==> config.mk <==
export PLATFORM = sky130hd
export DESIGN_NAME = mpsm_mul
export DESIGN_NICKNAME = d
export VERILOG_FILES = /design/src/rtl/mpsm_pkg.sv /design/src/rtl/mpsm_mul.sv
export SDC_FILE = /design/constraint.sdc
export NUM_CORES = 2
export LEC_CHECK = 0
export BUFFER_PORTS_ARGS = -buffer_cell sky130_fd_sc_hd__buf_2
export CORE_ASPECT_RATIO = 0.6
export CORE_MARGIN = 2
export CORE_UTILIZATION = 30
export CTS_CLUSTER_SIZE = 40
export DETAILED_ROUTE_END_ITERATION = 16
export PLACE_DENSITY = 0.52
export SETUP_SLACK_MARGIN = 0.05
export SYNTH_ARGS = -nofsm -noshare
export SYNTH_HDL_FRONTEND = slang
export SYNTH_SLANG_ARGS = --single-unit
==> constraint.sdc <==
create_clock -name clk -period 18.29 [get_ports clk]
set_input_delay 3.658 -clock clk [delete_from_list [all_inputs] [get_ports clk]]
set_output_delay 3.658 -clock clk [all_outputs]
set_load 0.02 [all_outputs]
==> src/rtl/mpsm_pkg.sv <==
// Package for the mass pair-sum match unit.
// Holds widths, codes, constants and the sequencer state type.
// No dependencies.
`default_nettype none
package mpsm_pkg;

	localparam int MAX_CAND_DEF = 64;

	localparam int ID_W    = 20;
	localparam int MASS_W  = 32;
	localparam int ROW_W   = 6;
	localparam int TOL_W   = 16;
	localparam int PPB_W   = 18;
	localparam int FUNC_W  = 2;

	localparam int MUL_W   = 32;
	localparam int PROD_W  = 64;
	localparam int LIM_W   = 48;
	localparam int PRODC_W = 52;
	localparam int CMP_W   = 60;
	localparam int DIVD_W  = 51;

	localparam int PADDR_W = 3;
	localparam int PDATA_W = 32;

	localparam logic [TOL_W-1:0]  TOL_RESET = 16'd2560;
	localparam logic [MUL_W-1:0]  ONE_E6    = 32'd1000000;
	localparam logic [MUL_W-1:0]  ONE_E9    = 32'd1000000000;

	localparam logic [FUNC_W-1:0] FUNC_CLEAR  = 2'd0;
	localparam logic [FUNC_W-1:0] FUNC_APPEND = 2'd1;
	localparam logic [FUNC_W-1:0] FUNC_SCAN   = 2'd2;

	localparam logic REG_TOL = 1'b0;

	typedef enum logic [3:0] {
		S_IDLE,
		S_RD1,
		S_LIM,
		S_LIMW,
		S_RD2,
		S_DIFF,
		S_MULC,
		S_CMP,
		S_MULP,
		S_DIVL,
		S_DIV,
		S_PUSH,
		S_ADV,
		S_FLUSH
	} state_t;

endpackage
`default_nettype wire

==> src/rtl/mpsm_mul.sv <==
// Shared 32 by 32 multiplier with a registered product.
// Depends on mpsm_pkg for operand widths.
`default_nettype none
module mpsm_mul (
	input  wire logic                        clk,
	input  wire logic [mpsm_pkg::MUL_W-1:0]  op_a,
	input  wire logic [mpsm_pkg::MUL_W-1:0]  op_b,
	output logic      [mpsm_pkg::PROD_W-1:0] prod
);

	logic [mpsm_pkg::PROD_W-1:0] prod_q;

	always_ff @(posedge clk) begin
		prod_q <= mpsm_pkg::PROD_W'(op_a) * mpsm_pkg::PROD_W'(op_b);
	end

	assign prod = prod_q;

endmodule
`default_nettype wire

==> flow_summary_export.csv <==
group,metric,value,unit
run_status,outcome,"completed",
timing,max_freq,0.08552,GHz
critical_path,startpoint_type,"input pin",
cts,cts_buffers,9,
critical_path,crit_fanout,32,
yosys,ys_types,57,
detailed_routing,via_count,24560,
critical_path,critical-path-top-delay-family,"adder cells",
layout,layout.nets,4915,
layout,drive_gt1_share,5.005,%
detailed_routing,wl_met1,54.11,mm
grt,grt_pass1_wl,169.6,mm
detailed_routing,drt-initial-drc-count,1861,
timing,finalCritPeriodShare,63.93,%
die,rows,96,
critical_path,critical_path_arrival,12.00,ns
detailed_routing,wl_met3,11.91,mm
place,gp_congestion,0.9091,
critical_path,critical_path_class,"in2reg",
critical_path,cp_slowest_cell,"a31oi_1",
cts,clk_pin_slew,0.06,ns
detailed_routing,drc,0,
timing,period_needed,11.69,ns
yosys,async_reset_ff_share,0,%
yosys,synth_edf_count,0,
grt,grt.overflow.total,0,
die,core,114500,um^2
layout,largest_reg_flops,64,
detailed_routing,wl,110.5,mm
timing,maxSlewViolCount,0,
critical_path,path_depth,24,
detailed_routing,firstDrtPassIters,7,
yosys,syn_nets,4972,
job,drv_cap,0,
timing,hold_slack,3.947,ns
yosys,syn_area,34680,um^2
yosys,synth_top_area_share,51.73,%
yosys,yosysTopAreaCell,"fa_1",
grt,gr-usage-all-layers,19.19,%
layout,synthToLayoutAreaGrowth,6.444,%
timing,tightest_slew,1.066,ns
critical_path,cp.required,18.60,ns
worst_hold_path,whs_path_depth,3,
critical_path,critPathBufInv,6,
cts,cts_hold_buf,0,
yosys,avgSynthCellArea,9.252,um^2
grt,grt_pass1_vias,26360,
place,portBuffers,128,
place,place_area,36560,um^2
die,die_area,118400,um^2
critical_path,path_cells,"buf_2 > nand2_1 > fa_1 > inv_1 > fa_1 > inv_1 > fa_1 > inv_1 > fa_1 > fa_1 > fa_1 > fa_1 > inv_1 > fa_1 > inv_1 > ha_1 > nand4_1 > or4_1 > or3_1 > a31oi_1 > a31o_2 > a211oi_1 > o21ai_1 > xor2_1",
layout,layoutNonFillerInstCount,5221,
timing,setup_tns,0,ns
critical_path,cpPeakStageDelay,0.76,ns
yosys,ys_warn_count,0,
timing,rsz0062_at_grt,"false",
critical_path,cpMostUsedCell,"fa_1",
grt,antenna_found_initial,14,
timing,hold_violations,0,
cts,cts_sinks,64,
die,initial_core_util,30.29,%
cts,clk_path_buf_depth,2,
cts,root_buffer,"clkbuf_16",
die,pin_count,129,
die,die_h,267.3,um
yosys,ys_ff_latch,64,
place,dp.cells,5199,
yosys,ys_top_cells_by_area,"fa_1 52%, and2_1 11%, ha_1 9.5%",
timing,relSlewSlack,28.90,%
cts,cts_tree,"yes",
cts,htreeDepth,3,
yosys,synth_seq_area_share,3.695,%
die,die_width,442.9,um
cts,ctsResizeCount,0,
place,hpwl,85.64,mm
layout,final_area,36910,um^2
detailed_routing,ant_nets,0,
detailed_routing,wl_per_cell,21.17,um
timing,setup_viol,0,
detailed_routing,met2_length,43.30,mm
yosys,ys.flop_type,"dfxtp_1",
critical_path,end_kind,"register",
detailed_routing,vias_per_cell,4.704,
yosys,synth_cells,3748,
worst_hold_path,hp-class,"in2reg",
grt,grt_max_degree,33,
detailed_routing,top_layer_used,"met5",
cts,post_cts_buffers,0,
==> final timing paths <==
kind	startpoint	to
max	op_a[19]	prod[62]
min	op_a[0]	prod[0]
==> cell usage in the layout (no fill, tap or decap), types with 4 or more instances in the layout <==
master     count
nor2_1        20
ha_1         263
o21ai_1        5
diode_2        6
inv_1        865
a31oi_1       12
xor2_1        25
fa_1         896
nand3_1       10
buf_2        128
nand2_1      480
and3_1        14
clkbuf_16      9
nor3_1         7
o21bai_1      10
and2_1       602
a21oi_1       63
buf_4         24
a221o_1        4
dfxtp_1       64
a21o_1        40
nand4_1       23
xnor2_1       35
o21ai_0       21
o21a_1         9
==> synth_stat cells, drive strengths merged (4+ instances only) <==
master and n:
xnor2 35, xor2 25, o21ai 26, o21bai 11
fa 896, nand4 23, a221oi 4, inv 865
nand3 10, a21oi 66, and3 14, a221o 4
a31oi 12, clkbuf 213, nor2 20, and2 602
dfxtp 64, o31ai 5, a21o 40, nor3 7
ha 263, nand2 480, o21a 9, buf 7
==> layout make-up <==
| cell class | instances | area [um^2] |
|---|---|---|
| multi-input cells | 2599 | 29310 |
| clock inverters | 6 | 92.59 |
| clock buffers | 10 | 239.0 |
| flip-flops and latches | 64 | 1281 |
| repair buffers | 152 | 820.8 |
| well taps | 1519 | 1901 |
| diodes | 6 | 15.01 |
| inverters | 865 | 3247 |
| fillers | 12000 | 77560 |
==> per-stage QoR <==
step	utilization, %	worst slack (ns)
3_3_place_gp	31.94	6.371
6_report	32.24	6.597
3_5_place_dp	31.94	6.295
2_1_floorplan	-	7.879
5_1_grt	32.24	6.380
4_1_cts	32.23	6.713
==> cells by family (layout without fill, tap and decap cells) <==
group | Yosys count | in the layout | share of synthesized area, %
multiplexers | 1 | 1 | 0.02887
buffers and inverters | 1085 | 1033 | 11.77
XOR/XNOR | 60 | 60 | 1.515
adder cells (fa/ha/maj) | 1159 | 1159 | 61.22
AO/OA/AOI/OAI | 202 | 202 | 4.153
other | 0 | 6 | 0
flip-flops | 64 | 64 | 3.695
AND/OR/NAND/NOR | 1177 | 1177 | 17.62
==> per-layer routing <==
layer  global-route usage (%)  up-vias
li1                         -    10730
met1                    29.42    12830
met2                    26.32      934
met3                    6.365       59
met4                    2.490        2
met5                        0        -
==> tightest hold or removal path: cells and delay by family <==
| family | cells | cell delay, ns |
|---|---|---|
| buf+inv | 2 | 0.34 |
| simple gates | 1 | 0.23 |
Power is left out: the tool's default activity adds up to more than one toggle a clock period on the data nets, which glitch-free logic cannot reach.
