## src/rtl/mpsm_pkg.sv

```systemverilog
// Package for the mass pair-sum match unit.
// Holds widths, codes, constants and the sequencer state type.
// No dependencies.
`default_nettype none
package mpsm_pkg;

	localparam int MAX_CAND_DEF = 64;

	localparam int ID_W    = 20;
	localparam int MASS_W  = 32;
	localparam int ROW_W   = 6;
	localparam int TOL_W   = 16;
	localparam int PPB_W   = 18;
	localparam int FUNC_W  = 2;

	localparam int MUL_W   = 32;
	localparam int PROD_W  = 64;
	localparam int LIM_W   = 48;
	localparam int PRODC_W = 52;
	localparam int CMP_W   = 60;
	localparam int DIVD_W  = 51;

	localparam int PADDR_W = 3;
	localparam int PDATA_W = 32;

	localparam logic [TOL_W-1:0]  TOL_RESET = 16'd2560;
	localparam logic [MUL_W-1:0]  ONE_E6    = 32'd1000000;
	localparam logic [MUL_W-1:0]  ONE_E9    = 32'd1000000000;

	localparam logic [FUNC_W-1:0] FUNC_CLEAR  = 2'd0;
	localparam logic [FUNC_W-1:0] FUNC_APPEND = 2'd1;
	localparam logic [FUNC_W-1:0] FUNC_SCAN   = 2'd2;

	localparam logic REG_TOL = 1'b0;

	typedef enum logic [3:0] {
		S_IDLE,
		S_RD1,
		S_LIM,
		S_LIMW,
		S_RD2,
		S_DIFF,
		S_MULC,
		S_CMP,
		S_MULP,
		S_DIVL,
		S_DIV,
		S_PUSH,
		S_ADV,
		S_FLUSH
	} state_t;

endpackage
`default_nettype wire

```

## src/rtl/mpsm_mem.sv

```systemverilog
// Candidate store: node ids and masses, one write and one registered read port.
// Depends on mpsm_pkg for field widths.
`default_nettype none
module mpsm_mem #(
	parameter int DEPTH = mpsm_pkg::MAX_CAND_DEF,
	localparam int AW = $clog2(DEPTH)
) (
	input  wire logic                        clk,
	input  wire logic                        wr_en,
	input  wire logic [AW-1:0]               wr_addr,
	input  wire logic [mpsm_pkg::ID_W-1:0]   wr_id,
	input  wire logic [mpsm_pkg::MASS_W-1:0] wr_mass,
	input  wire logic [AW-1:0]               rd_addr,
	output logic      [mpsm_pkg::ID_W-1:0]   rd_id,
	output logic      [mpsm_pkg::MASS_W-1:0] rd_mass
);

	logic [mpsm_pkg::ID_W-1:0]   id_mem   [DEPTH];
	logic [mpsm_pkg::MASS_W-1:0] mass_mem [DEPTH];
	logic [mpsm_pkg::ID_W-1:0]   rd_id_q;
	logic [mpsm_pkg::MASS_W-1:0] rd_mass_q;

	always_ff @(posedge clk) begin
		if (wr_en) begin
			id_mem[wr_addr]   <= wr_id;
			mass_mem[wr_addr] <= wr_mass;
		end
		rd_id_q   <= id_mem[rd_addr];
		rd_mass_q <= mass_mem[rd_addr];
	end

	assign rd_id   = rd_id_q;
	assign rd_mass = rd_mass_q;

endmodule
`default_nettype wire

```

## config.mk

```make
export PLATFORM = sky130hd
export DESIGN_NAME = mpsm_mem
export DESIGN_NICKNAME = d
export VERILOG_FILES = /design/src/rtl/mpsm_pkg.sv /design/src/rtl/mpsm_mem.sv
export SDC_FILE = /design/constraint.sdc
export NUM_CORES = 2
export LEC_CHECK = 0
export BUFFER_PORTS_ARGS = -buffer_cell sky130_fd_sc_hd__buf_2
export CAP_MARGIN = 20
export CELL_PAD_IN_SITES_DETAIL_PLACEMENT = 0
export CELL_PAD_IN_SITES_GLOBAL_PLACEMENT = 1
export CORE_MARGIN = 2
export CORE_UTILIZATION = 40
export DETAILED_ROUTE_END_ITERATION = 8
export PLACE_DENSITY = 0.57
export SYNTH_ARGS = -nofsm -noshare
export SYNTH_HDL_FRONTEND = slang
export SYNTH_SLANG_ARGS = --single-unit
```

## constraint.sdc

```tcl
create_clock -name clk -period 4.6 [get_ports clk]
set_input_delay 0.46 -clock clk [delete_from_list [all_inputs] [get_ports clk]]
set_output_delay 0.46 -clock clk [all_outputs]
set_load 0.01 [all_outputs]
```

==> metrics.yaml <==
status:
  status: "finished clean"
logic_synthesis:
  synth_flop_cell: "edfxtp_1"
  synth_mux_area_share_pct: 15.31
  ys_types: 37
  synth-seq-area-share_pct: 79.68
  synthesis.area_mm2: 0.1267
  synth-seq-cells: 3380
  yosys_warnings: 0
  synth_top_family_by_area: "multiplexers"
  synth_edf_count: 3328
  synth_compound_area_share_pct: 2.965
  syn_inst: 5315
  yosys.area_share.simple_pct: 0.7721
  syn_area_per_cell_um2: 23.84
  syn_nets: 5381
  ys_async_sr_fraction_pct: 0
  synthAdderAreaFrac_pct: 0
  synthXorXnorAreaFrac_pct: 0
route:
  drt-total-wl_um: 392400
  via_count: 62727
  firstDrtPassIters: 5
  postRouteAntennaNets: 0
  vias_per_cell: 6.098
  route.detailed.drc: 0
  routedWlPerCell_um: 38.15
  drtIter0Drc: 8673
global_route:
  gr-total-overflow: 0
  grt_max_degree: 92
  grt_pass1_vias: 62620
  antenna_found_initial: 38
  grt_use_total_pct: 24.16
  grt_pass1_wl_um: 533800
cts:
  postCtsSetupBuffers: 0
  cts_buffers: 363
  clk_pin_slew_worst_paths_ns: 0.06
  htreeDepth: 5
  cts_sinks: 3380
  cts_tree: "yes"
  clock_latency_ns: 0.96
  cts.path.max_buffers: 4
  root_buffer: "clkbuf_16"
sta:
  tightest_slew_ns: 1.245
  fmax_mhz: 386.2
  finalCritPeriodShare_pct: 56.29
  hold_ws_ns: 0.03655
  min_period_ns: 2.589
  finalHoldViolations: 0
  setup_viol: 0
  finalClockSkew_ns: 0.05950
  fin_tns_setup_ns: 0
  rsz0062_at_grt: "no"
  slew_viol_final: 0
  slew_headroom_pct: 17.00
placement:
  place_hpwl_um: 208400
  gp_congestion: 0.7737
  place_area_mm2: 0.1348
  port_buffers: 117
cells_and_area:
  final_area_mm2: 0.1474
  final_common_cell: "edfxtp_1"
  fin_nets: 5883
  area_growth_pct: 16.35
  num-fill-cells: 25953
  final_cell_mix: "edfxtp_1 (3328), mux4_2 (824), clkbuf_16 (369), buf_4 (178), a221oi_1 (129)"
  drive_above_1_share_pct: 30.07
setup_path:
  crit_fanout: 59
  criticalPathCategory: "input pin to flop"
  worstPathRequired_ns: 5.28
  cp-start-kind: "input pin"
  worst_ep_arrival_time_ns: 3.27
  setup.worst_path.end_class: "flop"
floorplan:
  io_pins: 118
  die_area_mm2: 0.3213
  rows: 206
  die_height_um: 566.9
  core_mm2: 0.3150
  initial_core_util_pct: 40.23
  fp.dieW_um: 566.9
power:
  cellLeakagePower_nw: 45.73
  ir_worst_vdd_v: 0.0003048
  power_density_mw_per_mm2: 450.1
hold_path:
  min_path_type: "input pin to flop"
flow_run:
  cap_violations: 0
-- stage by stage --
stage	setup slack (ns)	power [mW]	instances	utilization (%)
4_1_cts	1.880	66.80	10221	46.53
3_3_place_gp	0.9218	37.98	9557	42.79
3_5_place_dp	0.9127	38.02	9557	42.79
5_1_grt	1.904	68.16	10278	46.81
6_report	2.011	66.37	10287	46.81
2_1_floorplan	0.7814	36.46	5315	-
-- path summary, 6_finish.rpt --
path                                                start                          to  slack (ns)  cells after the start
worst max-delay path                           rd_addr[0]         rd_mass[16]$_DFF_P_        2.01                      9
worst min-delay path                          wr_mass[25]  mass_mem[49][25]$_DFFE_PP_        0.04                      1
worst max register to register  mass_mem[24][2]$_DFFE_PP_          rd_mass[2]$_DFF_P_        2.51                      4
worst min register to register  mass_mem[6][11]$_DFFE_PP_         rd_mass[11]$_DFF_P_        0.85                      3
-- Yosys cell counts, drive strengths merged, types with 15 or more instances --
master	number	share of area [%]
mux2i	76	0.60
o221ai	29	0.20
edfxtp	3328	79
a22oi	20	0.12
nand2	18	0.053
dfxtp	52	0.82
nand3	26	0.10
nor2b	15	0.074
buf	169	0.86
o22ai	116	0.57
a211oi	16	0.095
a22o	86	0.59
clkbuf	140	0.41
nor2	117	0.35
a21oi	80	0.32
a221oi	129	0.89
mux4	824	15
o21ai	15	0.059
-- power by group --
part           internal (mW)  switching [mW]  leakage [nW]
clock network           16.7            12.3          5.72
logic                   1.20            1.98          9.63
registers               34.1           0.137          30.4
-- final cells by class --
type                       count  area [µm²]  area share [%]
sequential                  3380      101000           68.48
multi-input combinational   1626       24690           16.75
clock buffer                 466        9688           6.570
tap                         4160        5205           3.530
timing repair buffer         446        4767           3.233
clock inverter               198        2090           1.417
antenna                       11       27.53         0.01867
-- worst max-delay path, cell delays in order --
cell,delay [ns]
buf_12,0.45
buf_12,0.26
buf_12,0.24
buf_4,0.20
mux4_2,0.55
o221ai_1,0.26
a21oi_1,0.13
a21oi_1,0.37
a221oi_1,0.19
-- cells by family after synthesis --
| family | count (synthesis) |
|---|---|
| AOI/OAI and AO/OA | 509 |
| buffers and inverters | 309 |
| DFF | 3380 |
| muxes | 907 |
| and+or+nand+nor | 210 |
-- metal layers --
layer / wire, µm / global-route usage, % / part of all wire (%)
met5: 80 / 0 / 0.020
met4: 9182 / 5.425 / 2.3
met3: 28950 / 3.771 / 7.4
met2: 189000 / 39.11 / 48
met1: 165200 / 34.65 / 42
-- timing repair --
| action | in CTS | in global routing |
|---|---|---|
| hold endpoints to repair | 0 | 164 |
| setup endpoints to repair | 0 | 0 |
| hold buffers | 0 | 25 |
| resized for setup | 0 | 0 |
-- registers in the layout, summed over array words and instances (netlist names) --
signal,flops
mass_mem,2048
rd_mass,32
id_mem,1280
rd_id,20
(Power assumes the default switching activity.)
