[src/rtl/mpsm_pkg.sv]
// Package for the mass pair-sum match unit.
// Holds widths, codes, constants and the sequencer state type.
// No dependencies.
`default_nettype none
package mpsm_pkg;

	localparam int MAX_CAND_DEF = 64;

	localparam int ID_W    = 20;
	localparam int MASS_W  = 32;
	localparam int ROW_W   = 6;
	localparam int TOL_W   = 16;
	localparam int PPB_W   = 18;
	localparam int FUNC_W  = 2;

	localparam int MUL_W   = 32;
	localparam int PROD_W  = 64;
	localparam int LIM_W   = 48;
	localparam int PRODC_W = 52;
	localparam int CMP_W   = 60;
	localparam int DIVD_W  = 51;

	localparam int PADDR_W = 3;
	localparam int PDATA_W = 32;

	localparam logic [TOL_W-1:0]  TOL_RESET = 16'd2560;
	localparam logic [MUL_W-1:0]  ONE_E6    = 32'd1000000;
	localparam logic [MUL_W-1:0]  ONE_E9    = 32'd1000000000;

	localparam logic [FUNC_W-1:0] FUNC_CLEAR  = 2'd0;
	localparam logic [FUNC_W-1:0] FUNC_APPEND = 2'd1;
	localparam logic [FUNC_W-1:0] FUNC_SCAN   = 2'd2;

	localparam logic REG_TOL = 1'b0;

	typedef enum logic [3:0] {
		S_IDLE,
		S_RD1,
		S_LIM,
		S_LIMW,
		S_RD2,
		S_DIFF,
		S_MULC,
		S_CMP,
		S_MULP,
		S_DIVL,
		S_DIV,
		S_PUSH,
		S_ADV,
		S_FLUSH
	} state_t;

endpackage
`default_nettype wire

[src/rtl/mpsm_div.sv]
// Restoring divider giving one quotient bit per cycle.
// Depends on mpsm_pkg for dividend and quotient widths.
`default_nettype none
module mpsm_div (
	input  wire logic                        clk,
	input  wire logic                        arst_n,
	input  wire logic                        start,
	input  wire logic [mpsm_pkg::DIVD_W-1:0] dividend,
	input  wire logic [mpsm_pkg::MASS_W-1:0] divisor,
	output logic                             done,
	output logic      [mpsm_pkg::PPB_W-1:0]  quot
);

	localparam int QW = mpsm_pkg::PPB_W;
	localparam int RW = mpsm_pkg::MASS_W;
	localparam int CNTW = $clog2(QW);

	logic            busy_q;
	logic            done_q;
	logic [CNTW-1:0] cnt_q;
	logic [RW-1:0]   rem_q;
	logic [QW-1:0]   lo_q;
	logic [RW:0]     trial;
	logic            ge;
	logic [RW:0]     diff;

	assign trial = {rem_q, lo_q[QW-1]};
	assign ge    = trial >= {1'b0, divisor};
	assign diff  = trial - {1'b0, divisor};

	always_ff @(posedge clk or negedge arst_n) begin
		if (!arst_n) begin
			busy_q <= 1'b0;
			done_q <= 1'b0;
			cnt_q  <= '0;
		end else begin
			done_q <= 1'b0;
			if (start) begin
				busy_q <= 1'b1;
				cnt_q  <= '0;
			end else if (busy_q) begin
				if (cnt_q == CNTW'(QW - 1)) begin
					busy_q <= 1'b0;
					done_q <= 1'b1;
				end
				cnt_q <= cnt_q + CNTW'(1);
			end
		end
	end

	always_ff @(posedge clk) begin
		if (start) begin
			rem_q <= dividend[mpsm_pkg::DIVD_W-2:QW];
			lo_q  <= dividend[QW-1:0];
		end else if (busy_q) begin
			rem_q <= ge ? diff[RW-1:0] : trial[RW-1:0];
			lo_q  <= {lo_q[QW-2:0], ge};
		end
	end

	assign done = done_q;
	assign quot = lo_q;

endmodule
`default_nettype wire

[config.mk]
export PLATFORM = sky130hd
export DESIGN_NAME = mpsm_div
export DESIGN_NICKNAME = d
export VERILOG_FILES = /design/src/rtl/mpsm_pkg.sv /design/src/rtl/mpsm_div.sv
export SDC_FILE = /design/constraint.sdc
export NUM_CORES = 1
export LEC_CHECK = 0
export ABC_AREA = 0
export BUFFER_PORTS_ARGS = -buffer_cell sky130_fd_sc_hd__buf_2
export CORE_ASPECT_RATIO = 0.8
export CORE_MARGIN = 2
export CORE_UTILIZATION = 40
export DETAILED_ROUTE_END_ITERATION = 8
export GPL_TIMING_DRIVEN = 0
export PLACE_DENSITY = 0.7
export SYNTH_ARGS = -nofsm -noshare
export SYNTH_HDL_FRONTEND = slang
export SYNTH_SLANG_ARGS = --single-unit
[constraint.sdc]
create_clock -name clk -period 3.6 [get_ports clk]
set_clock_uncertainty 0.05 [all_clocks]
set_input_delay 0 -clock clk [delete_from_list [all_inputs] [get_ports clk]]
set_output_delay 0 -clock clk [all_outputs]
set_load 0.02 [all_outputs]
==> results_dict.tcl, run 1 <==
set metrics [dict create \
    outcome "finished clean" \
    startpoint "quot[17]$_DFFE_PP_" \
    synthesis.area_mm2 0.00452 \
    ir_drop_v 0.000330 \
    min_from "dividend[44]" \
    avgRoutedWirePerCell_um 15.6 \
    worstPathRequired_ps 3630 \
    drt-vias-per-instance 5.11 \
    cts_tree "done" \
    dieArea_mm2 0.0122 \
    swShare 0.370 \
    start_util 0.414 \
    grt.total_usage 0.195 \
    drv_slew 0 \
    syn2layout_area_growth_pct 34.1 \
    drive_gt1_frac 0.323 \
    final_cell_mix "103 x buf_2, 51 x dlygate4sd3_1, 50 x edfxtp_1, 44 x mux2_2, 39 x inv_1" \
    p_leak_nw 2.79 \
    syn-num-nets 547 \
    dr.max_layer_used "met4" \
    clk_pin_slew_ps 60 \
    overflow 0 \
    place_hpwl_um 8180 \
    regArea_mm2 0.00168 \
    io_pins 105 \
    regToRegSetupSlack_ps 160 \
    combPwrFrac 0.577 \
    switching_power_w 0.00176 \
    dr_wl_met3_um 775 \
    cts.path.max_buffers 2 \
    crit_type "flop to flop" \
    n_fill_cell 999 \
    drc 0 \
    multi_input_area_mm2 0.00263 \
    final_antenna_net_count 0 \
    yosysTopAreaCellShare 0.332 \
    vias 3790 \
    clock_power_share 0.182 \
    die_w_um 123 \
    drt_iter0_drc 139 \
    synth_edf_count 50 \
    fmax_mhz 291 \
    ys_ff_latch 57 \
    slew_headroom 0.179 \
    core.rowCount 34 \
    worstMarginPinSlew_ps 1230 \
    finalPower_w 0.00475 \
    fin_crit_sh 0.956 \
    ys.flop_type "edfxtp_1" \
    synth_area_per_cell_um2 10.6 \
    grt_pass1_wl_um 18700 \
    ys.warnings.count 0 \
    fin_setup_tns_ps 0 \
    clock_sinks 57 \
    final_nets 713 \
    antenna_cells 0 \
    min_to "rem_q[26]$_DFFE_PP_" \
    yosys-top-cells-area "edfxtp_1 33%, mux2_2 11%, ha_1 9.4%" \
    min_path_type "input pin to flop" \
    wl_met1_um 5510 \
    grt_start_max_net_pins 51 \
    cap_violations 0 \
    place_congestion 0.842 \
    yosysTopAreaCell "edfxtp_1" \
    synth_cells 426 \
    cp-start-kind "flop" \
    port_buffers 102 \
    synth-seq-area-share 0.371 \
    rsz0062_at_grt "false" \
    wl_met2_um 5230 \
    clock_latency_ps 340 \
    fp.dieH_um 99.1 \
    root_buffer "clkbuf_16" \
    netlist-cell-type-count 52 \
    path_max_fanout 4 \
    synth-async-reset-ratio 0.123 \
    setup_viol 0 \
    p_seq_frac 0.241 \
    r2r_end "rem_q[28]$_DFFE_PP_" \
    crit_path_end_kind "flop" \
    r2r-start "quot[17]$_DFFE_PP_" \
    finalWirelength_um 11600 \
    reg2reg_depth 13 \
    numCtsBuffers 9 \
    p_int_w 0.00299 \
    first_global_vias 3955 \
    antenna_found_initial 0 \
    pwr_density_cell_mw_per_mm2 783 \
    firstDrtPassIters 4 \
    hold_depth 3 \
    holdWs_ps 25.4 \
    hold_viol 0 \
    arrival_ps 3480 \
    h-tree-depth 3 \
    core_mm2 0.0109 \
    final_common_cell "buf_2" \
    period_minus_slack_ps 3440 \
]
sequential cells by signal, summed over array words and instances, names as in the netlist:
name    flops
rem_q      32
busy_q      1
quot       18
cnt_q       5
done        1
worst max-delay path: stages, from the launching register on:
cell and delay (ps):
edfxtp_1 380, inv_1 90, ha_1 170, inv_1 60
fa_1 410, a21o_1 220, a221oi_4 340, o31a_1 170
o211ai_1 140, a31o_2 310, a31oi_4 220, o21ai_0 130
xor2_1 170, a221o_1 330
kinds of logic after synthesis:
family / after synthesis / synth area share
adder cells (fa/ha/maj): 35 / 0.0985
XOR/XNOR: 31 / 0.0600
multiplexers: 64 / 0.170
AO/OA/AOI/OAI: 96 / 0.148
buffers and inverters: 58 / 0.0550
flip-flops: 57 / 0.371
AND/OR/NAND/NOR: 85 / 0.0979
metrics by stage:
| stage | setup slack, ps | area, um^2 | utilization | cells |
|---|---|---|---|---|
| 6_report | 158 | 6070 | 0.555 | 741 |
| 2_1_floorplan | 248 | 4520 | - | 426 |
| 5_1_grt | 4.87 | 6070 | 0.555 | 741 |
| 3_3_place_gp | -50.4 | 5220 | 0.477 | 672 |
| 3_5_place_dp | -50.0 | 5220 | 0.477 | 672 |
| 4_1_cts | 52.4 | 6040 | 0.552 | 739 |
cell type report:
cell class                      instances  area share
Buffer                                 19      0.0169
Clock buffer                            9      0.0371
Clock inverter                          7      0.0118
Inverter                               39      0.0241
Multi-Input combinational cell        311       0.433
Sequential cell                        57       0.276
Tap cell                              144      0.0297
Timing Repair Buffer                  155       0.171
cells in the mapped netlist, types with 7 or more instances:
master / n
clkbuf_1: 14
mux2_2: 44
a21o_1: 19
ha_1: 34
nor2_1: 17
nand2_1: 23
xnor2_1: 14
inv_1: 39
xor2_1: 17
nand4_1: 7
mux2_4: 15
dfrtp_1: 7
o21ai_0: 15
nor3_1: 8
edfxtp_1: 50
a21oi_1: 24
power groups by stage:
stage	logic, W	clock network [W]	registers, W
3_5_place_dp	0.00261	0	0.00115
6_report	0.00274	0.000863	0.00114
3_3_place_gp	0.00256	0	0.00114
2_1_floorplan	0.00212	0	0.00115
5_1_grt	0.00302	0.000899	0.00118
4_1_cts	0.00269	0.000874	0.00114
how the worst max path moves through the flow:
stage / endpoint / slack (ps) / cells past startpoint
5_1_grt: rem_q[28]$_DFFE_PP_ / 5 / 13
3_3_place_gp: rem_q[28]$_DFFE_PP_ / -50 / 13
6_report: rem_q[28]$_DFFE_PP_ / 160 / 13
2_1_floorplan: rem_q[28]$_DFFE_PP_ / 250 / 13
3_5_place_dp: rem_q[28]$_DFFE_PP_ / -50 / 13
4_1_cts: rem_q[28]$_DFFE_PP_ / 50 / 13
what timing repair did:
item / 4_1_cts / 5_1_grt
resized for setup: 2 / 2
setup buffers: 0 / 2
hold buffers: 51 / 0
pin swaps: 0 / 4
endpoints found under the setup margin: 2 / 17
endpoints found under the hold margin: 56 / 0
routing by layer:
| layer | GRT usage | vias up |
|---|---|---|
| li1 | - | 1904 |
| met1 | 0.259 | 1775 |
| met2 | 0.315 | 107 |
| met3 | 0.0596 | 4 |
| met4 | 0.0380 | 0 |
| met5 | 0 | - |
No activity file was read; power rests on OpenSTA's default activity.
==> run 2, diff against run 1 <==
--- a/config.mk
+++ b/config.mk
@@ -9,10 +9,11 @@
 export BUFFER_PORTS_ARGS = -buffer_cell sky130_fd_sc_hd__buf_2
 export CORE_ASPECT_RATIO = 0.8
 export CORE_MARGIN = 2
-export CORE_UTILIZATION = 40
+export CORE_UTILIZATION = 35
 export DETAILED_ROUTE_END_ITERATION = 8
 export GPL_TIMING_DRIVEN = 0
-export PLACE_DENSITY = 0.7
+export PLACE_DENSITY = 0.61
 export SYNTH_ARGS = -nofsm -noshare
 export SYNTH_HDL_FRONTEND = slang
 export SYNTH_SLANG_ARGS = --single-unit
+export TNS_END_PERCENT = 30
==> run 2 against run 1 <==
Net effect: cell count grew 4.3%; combinational power is essentially flat; sequential power is essentially flat; count of clock-buffer cells in the layout is the same; total power grew 1.6%; largest cell class unchanged.
==> results_dict.tcl, run 2 (synthesis results as in run 1) <==
set metrics [dict create \
    outcome "finished clean" \
    core.rowCount 37 \
    drv_slew 0 \
    grt_pass1_wl_um 18400 \
    finalPower_w 0.00482 \
    final_antenna_net_count 0 \
    die_w_um 131 \
    fin_util 0.482 \
    final_nets 714 \
    p_int_w 0.00308 \
    drt-vias-per-instance 4.87 \
    slowest_delay_ps 410 \
    clock_sinks 57 \
    drive_gt1_frac 0.326 \
    n_fill_cell 1178 \
    root_buffer "clkbuf_16" \
    crit_top_cell "inv_1" \
    pwr_density_cell_mw_per_mm2 786 \
    drt_iter0_drc 170 \
    fin_cells 773 \
    top_register "rem_q" \
    finalWirelength_um 11400 \
    critPathSlowestCell "edfxtp_1" \
    avgRoutedWirePerCell_um 14.8 \
    antenna_cells 0 \
    clock_power_share 0.190 \
    cts_tree "done" \
    largest_reg_flops 32 \
    grt_start_max_net_pins 51 \
    fin_setup_tns_ps 0 \
    core_mm2 0.0127 \
    slew_headroom 0.164 \
    p_seq_frac 0.237 \
    place_congestion 0.848 \
    crit_path_end_kind "flop" \
    cts.path.max_buffers 2 \
    min_path_type "input pin to flop" \
    clock_latency_ps 330 \
    numCtsBuffers 9 \
    cap_violations 0 \
    ir_drop_v 0.000324 \
    arrival_ps 3430 \
    switching_power_w 0.00174 \
    cp-start-kind "flop" \
    grt.total_usage 0.168 \
    start_util 0.355 \
    path_max_fanout 3 \
    swShare 0.361 \
    holdWs_ps 12.6 \
    final_cell_mix "103 x buf_2, 50 x dlygate4sd3_1, 50 x edfxtp_1, 44 x mux2_2, 39 x inv_1" \
    io_pins 105 \
    overflow 0 \
    place_inst 703 \
    h-tree-depth 3 \
    setup_viol 0 \
    dieArea_mm2 0.0139 \
    period_minus_slack_ps 3410 \
    combPwrFrac 0.572 \
    fin_crit_sh 0.946 \
    hold_viol 0 \
    crit_type "flop to flop" \
    rsz0062_at_grt "false" \
    place_hpwl_um 8320 \
    vias 3764 \
    path_cells "inv_1 > ha_1 > inv_1 > fa_1 > a21o_1 > a221oi_4 > o31a_1 > o211ai_1 > a31o_2 > a31oi_4 > o21ai_0 > xor2_1 > a221o_1" \
    final_common_cell "buf_2" \
    port_buffers 102 \
    fp.dieH_um 106 \
    antenna_found_initial 0 \
    syn2layout_area_growth_pct 35.6 \
    firstDrtPassIters 4 \
    p_leak_nw 2.82 \
    drc 0 \
    worstPathRequired_ps 3630 \
    first_global_vias 3771 \
    clk_pin_slew_ps 50 \
    fmax_mhz 294 \
    worstMarginPinSlew_ps 1250 \
]
run 2: changes by cell type in the layout (fill, tap and decap cells not counted):
cell           change
clkinvlp_4         -2
bufinv_16          +1
dlygate4sd3_1      -1
clkinv_4           +1
buf_4              +2
o21ai_1            +1
o21ai_0            -1
run 2: layer usage:
metal	track usage	share of wire	wire length, um
met1	0.225	0.49	5650
met2	0.268	0.43	4960
met3	0.0457	0.057	650
met4	0.0450	0.014	159
met5	0	0	0
run 2: area by class of cell:
| class | instances | area [um^2] | share of cell area |
|---|---|---|---|
| Multi-Input combinational cell | 311 | 2630 | 0.429 |
| Sequential cell | 57 | 1680 | 0.273 |
| Timing Repair Buffer | 156 | 1040 | 0.170 |
| Clock buffer | 9 | 225 | 0.0367 |
| Tap cell | 175 | 219 | 0.0357 |
| Inverter | 39 | 146 | 0.0239 |
| Buffer | 19 | 103 | 0.0167 |
| Clock inverter | 7 | 95.1 | 0.0155 |
run 2: worst paths after layout:
check / from / slack (ps) / depth (start not counted) / end
worst max-delay path: quot[17]$_DFFE_PP_ / 190 / 13 / rem_q[28]$_DFFE_PP_
worst min-delay path: dividend[44] / 10 / 3 / rem_q[26]$_DFFE_PP_
worst max register to register: quot[17]$_DFFE_PP_ / 190 / 13 / rem_q[28]$_DFFE_PP_
worst min register to register: cnt_q[3]$_DFFE_PN0P_ / 530 / 2 / cnt_q[3]$_DFFE_PN0P_
max in group asynchronous: arst_n / 2670 / 3 / busy_q$_DFF_PN0_
min in group asynchronous: arst_n / 580 / 3 / cnt_q[0]$_DFFE_PN0P_
run 2: power by group through the flow:
stage,clock [W],combinational (W),sequential (W)
CTS,0.000943,0.00271,0.00115
floorplan,0,0.00212,0.00115
global placement,0,0.00259,0.00114
detailed placement,0,0.00261,0.00115
finish,0.000918,0.00276,0.00115
global route,0.000967,0.00305,0.00118
run 2: what timing repair did:
item	CTS	global route
cloned	0	0
hold endpoints to repair	55	0
endpoints found under the setup margin	2	20
pin swaps	1	1
hold buffers	50	0
resized for setup	2	3
buffers inserted	1	3
run 2: worst max-delay path: cells and delay by family (launching register included):
family / cells / cell delay [ps]
DFF: 1 / 410
xor gates and xnor gates: 1 / 180
buffers and inverters: 2 / 150
adders and majority gates: 2 / 560
AOI/OAI and AO/OA: 8 / 1790
run 2: stage by stage:
step,setup WS [ps],area (um^2)
floorplan,248,4520
global placement,-47.0,5250
detailed placement,-106,5250
CTS,64.4,6100
global route,35.4,6140
finish,193,6140
==> run 3, diff against run 2 <==
--- a/config.mk
+++ b/config.mk
@@ -5,14 +5,13 @@
 export SDC_FILE = /design/constraint.sdc
 export NUM_CORES = 1
 export LEC_CHECK = 0
-export ABC_AREA = 0
+export ABC_AREA = 1
 export BUFFER_PORTS_ARGS = -buffer_cell sky130_fd_sc_hd__buf_2
 export CORE_ASPECT_RATIO = 0.8
 export CORE_MARGIN = 2
 export CORE_UTILIZATION = 35
 export DETAILED_ROUTE_END_ITERATION = 8
-export GPL_TIMING_DRIVEN = 0
-export PLACE_DENSITY = 0.61
+export PLACE_DENSITY = 0.6
 export SYNTH_ARGS = -nofsm -noshare
 export SYNTH_HDL_FRONTEND = slang
 export SYNTH_SLANG_ARGS = --single-unit
==> run 3 against run 2 <==
Net effect: via count is 51% higher; hold slack better by 180 ps; clock power is 2.3% lower; sequential power is 5% lower.
==> results_dict.tcl, run 3 <==
set metrics [dict create \
    firstDrtPassIters 4 \
    critPathSlowestCell "nor2_2" \
    fp.dieH_um 117 \
    synth_xor_area_frac 0.0221 \
    yosysTopAreaCell "edfxtp_1" \
    period_minus_slack_ps 2820 \
    p_leak_nw 4.03 \
    synth-seq-area-share 0.302 \
    drv_slew 0 \
    syn-num-nets 1012 \
    switching_power_w 0.00234 \
    synth_edf_count 50 \
    syn2layout_area_growth_pct 27.9 \
    ys.flop_type "edfxtp_1" \
    yosys-top-cells-count "399 x nand2_1, 157 x inv_1, 70 x nand3_1" \
    ys.warnings.count 0 \
    cp-start-kind "flop" \
    die_w_um 145 \
    synth-async-reset-ratio 0.123 \
    ir_drop_v 0.000293 \
    numCtsBuffers 9 \
    cap_violations 0 \
    clock_sinks 57 \
    slew_headroom 0.576 \
    cts_tree "done" \
    worstPathRequired_ps 3650 \
    worstMarginPinSlew_ps 635 \
    grt.total_usage 0.199 \
    place_area_mm2 0.00627 \
    synth_area_per_cell_um2 6.23 \
    core_mm2 0.0156 \
    io_pins 105 \
    p_int_w 0.00262 \
    place_congestion 0.987 \
    overflow 0 \
    multi_input_area_mm2 0.00313 \
    hold_viol 0 \
    rsz0062_at_grt "false" \
    start_util 0.354 \
    synth.most_common_cell "nand2_1" \
    root_buffer "clkbuf_16" \
    crit_top_cell "nand2_1" \
    place_hpwl_um 12100 \
    fin_setup_tns_ps 0 \
    pwr_density_cell_mw_per_mm2 700 \
    finalWirelength_um 16100 \
    antenna_found_initial 0 \
    synth_top_family_by_area "simple AND/OR/NAND/NOR gates" \
    setup_viol 0 \
    outcome "finished clean" \
    synth_compound_area_frac 0.0293 \
    final_nets 1165 \
    crit_type "flop to flop" \
    drt-vias-per-instance 4.48 \
    combPwrFrac 0.600 \
    fin_crit_sh 0.782 \
    post-route-cell-area_mm2 0.00709 \
    p_seq_frac 0.219 \
    muxShareOfSynthArea 0 \
    h-tree-depth 3 \
    final_cell_mix "398 x nand2_1, 156 x inv_1, 103 x buf_2, 70 x nand3_1, 52 x dlygate4sd3_1" \
    clock_latency_ps 340 \
    cts_setup_buffers 0 \
    final_common_cell "nand2_1" \
    regArea_mm2 0.00168 \
    core.rowCount 41 \
    largest_reg_flops 32 \
    drive_gt1_frac 0.143 \
    clk_pin_slew_ps 60 \
    slowest_delay_ps 490 \
    path_max_fanout 12 \
    vias 5668 \
    netlist-cell-type-count 31 \
    synthesis.area_mm2 0.00555 \
    n_fill_cell 1690 \
    port_buffers 103 \
    drt_iter0_drc 315 \
    synth_cells 891 \
    avgRoutedWirePerCell_um 12.8 \
    dieArea_mm2 0.0169 \
    crit_path_end_kind "flop" \
    first_global_vias 5413 \
    drc 0 \
    path_cells "ha_1 > nand2_1 > inv_1 > nand2_1 > nand2_1 > a21oi_1 > nand2_1 > nor2_2 > buf_4 > nand3_1 > nand2_1 > inv_1 > nand2_1 > nand2_1" \
    yosysTopAreaCellShare 0.271 \
    ys_ff_latch 57 \
    swShare 0.472 \
    fmax_mhz 355 \
    top_register "rem_q" \
    grt_pass1_wl_um 26300 \
    min_path_type "input pin to flop" \
    synth-adder-area-share 0.0803 \
    antenna_cells 0 \
    cts.path.max_buffers 2 \
    synth_simple_gate_area_frac 0.432 \
    final_antenna_net_count 0 \
    yosys-top-cells-area "edfxtp_1 27%, nand2_1 27%, inv_1 11%" \
    grt_start_max_net_pins 58 \
    clock_power_share 0.181 \
    arrival_ps 2870 \
]
## run 3: repair_timing
item | 4_1_cts | 5_1_grt
endpoints found under the hold margin | 57 | 0
gates resized for setup | 0 | 0
hold buffers | 52 | 0
## run 3: path summary, 6_finish.rpt
kind	to	from	slack [ps]	cells after the start
max reg2reg	rem_q[28]$_DFFE_PP_	rem_q[26]$_DFFE_PP_	780	14
max	rem_q[28]$_DFFE_PP_	rem_q[26]$_DFFE_PP_	780	14
min reg2reg	cnt_q[4]$_DFFE_PN0P_	cnt_q[4]$_DFFE_PN0P_	420	1
max in group asynchronous	cnt_q[1]$_DFFE_PN0P_	arst_n	2670	3
min	rem_q[0]$_DFFE_PP_	divisor[0]	190	5
min in group asynchronous	cnt_q[0]$_DFFE_PN0P_	arst_n	580	3
## run 3: logic make-up after synthesis
logic type	count (synthesis)
simple gates	570
fa+ha+maj	35
buf+inv	185
compound gates	30
xor+xnor	14
flops	57
## run 3: critical path: cells and delay by family (launching register included)
family	cells	cell delay [ps]
flops	1	420
buf+inv	3	430
compound gates	1	150
fa+ha+maj	1	370
simple gates	9	1150
## run 3: cell type report
cell class / count / area share
well taps: 215 / 0.0379
multi-input cells: 649 / 0.442
clock buffers: 9 / 0.0318
flip-flops and latches: 57 / 0.236
repair buffers: 163 / 0.155
clock inverters: 7 / 0.0111
inverters: 164 / 0.0868
## run 3: metal layers
layer / GRT usage / up-vias / wire length, um
met3: 0.0349 / 6 / 1030
li1: - / 3053 / -
met1: 0.298 / 2478 / 8410
met2: 0.305 / 131 / 6600
met4: 0.0350 / 0 / 95
met5: 0 / - / 0
## run 3: through the flow
stage | hold WS [ps] | util | total power, W | setup slack (ps) | std cells
after floorplan | -346 | - | 0.00331 | 1290 | 891
after global placement | -203 | 0.401 | 0.00398 | 834 | 1196
after detailed placement | -206 | 0.401 | 0.00400 | 850 | 1196
after CTS | 187 | 0.453 | 0.00497 | 826 | 1264
after global routing | 230 | 0.453 | 0.00548 | 539 | 1264
final | 192 | 0.453 | 0.00497 | 783 | 1264
## run 3: power by group through the flow
stage	Sequential, W	Combinational, W	Clock (W)
detailed placement	0.00109	0.00291	0
CTS	0.00108	0.00297	0.000916
global route	0.00112	0.00342	0.000938
global placement	0.00109	0.00289	0
finish	0.00109	0.00298	0.000897
floorplan	0.00109	0.00222	0
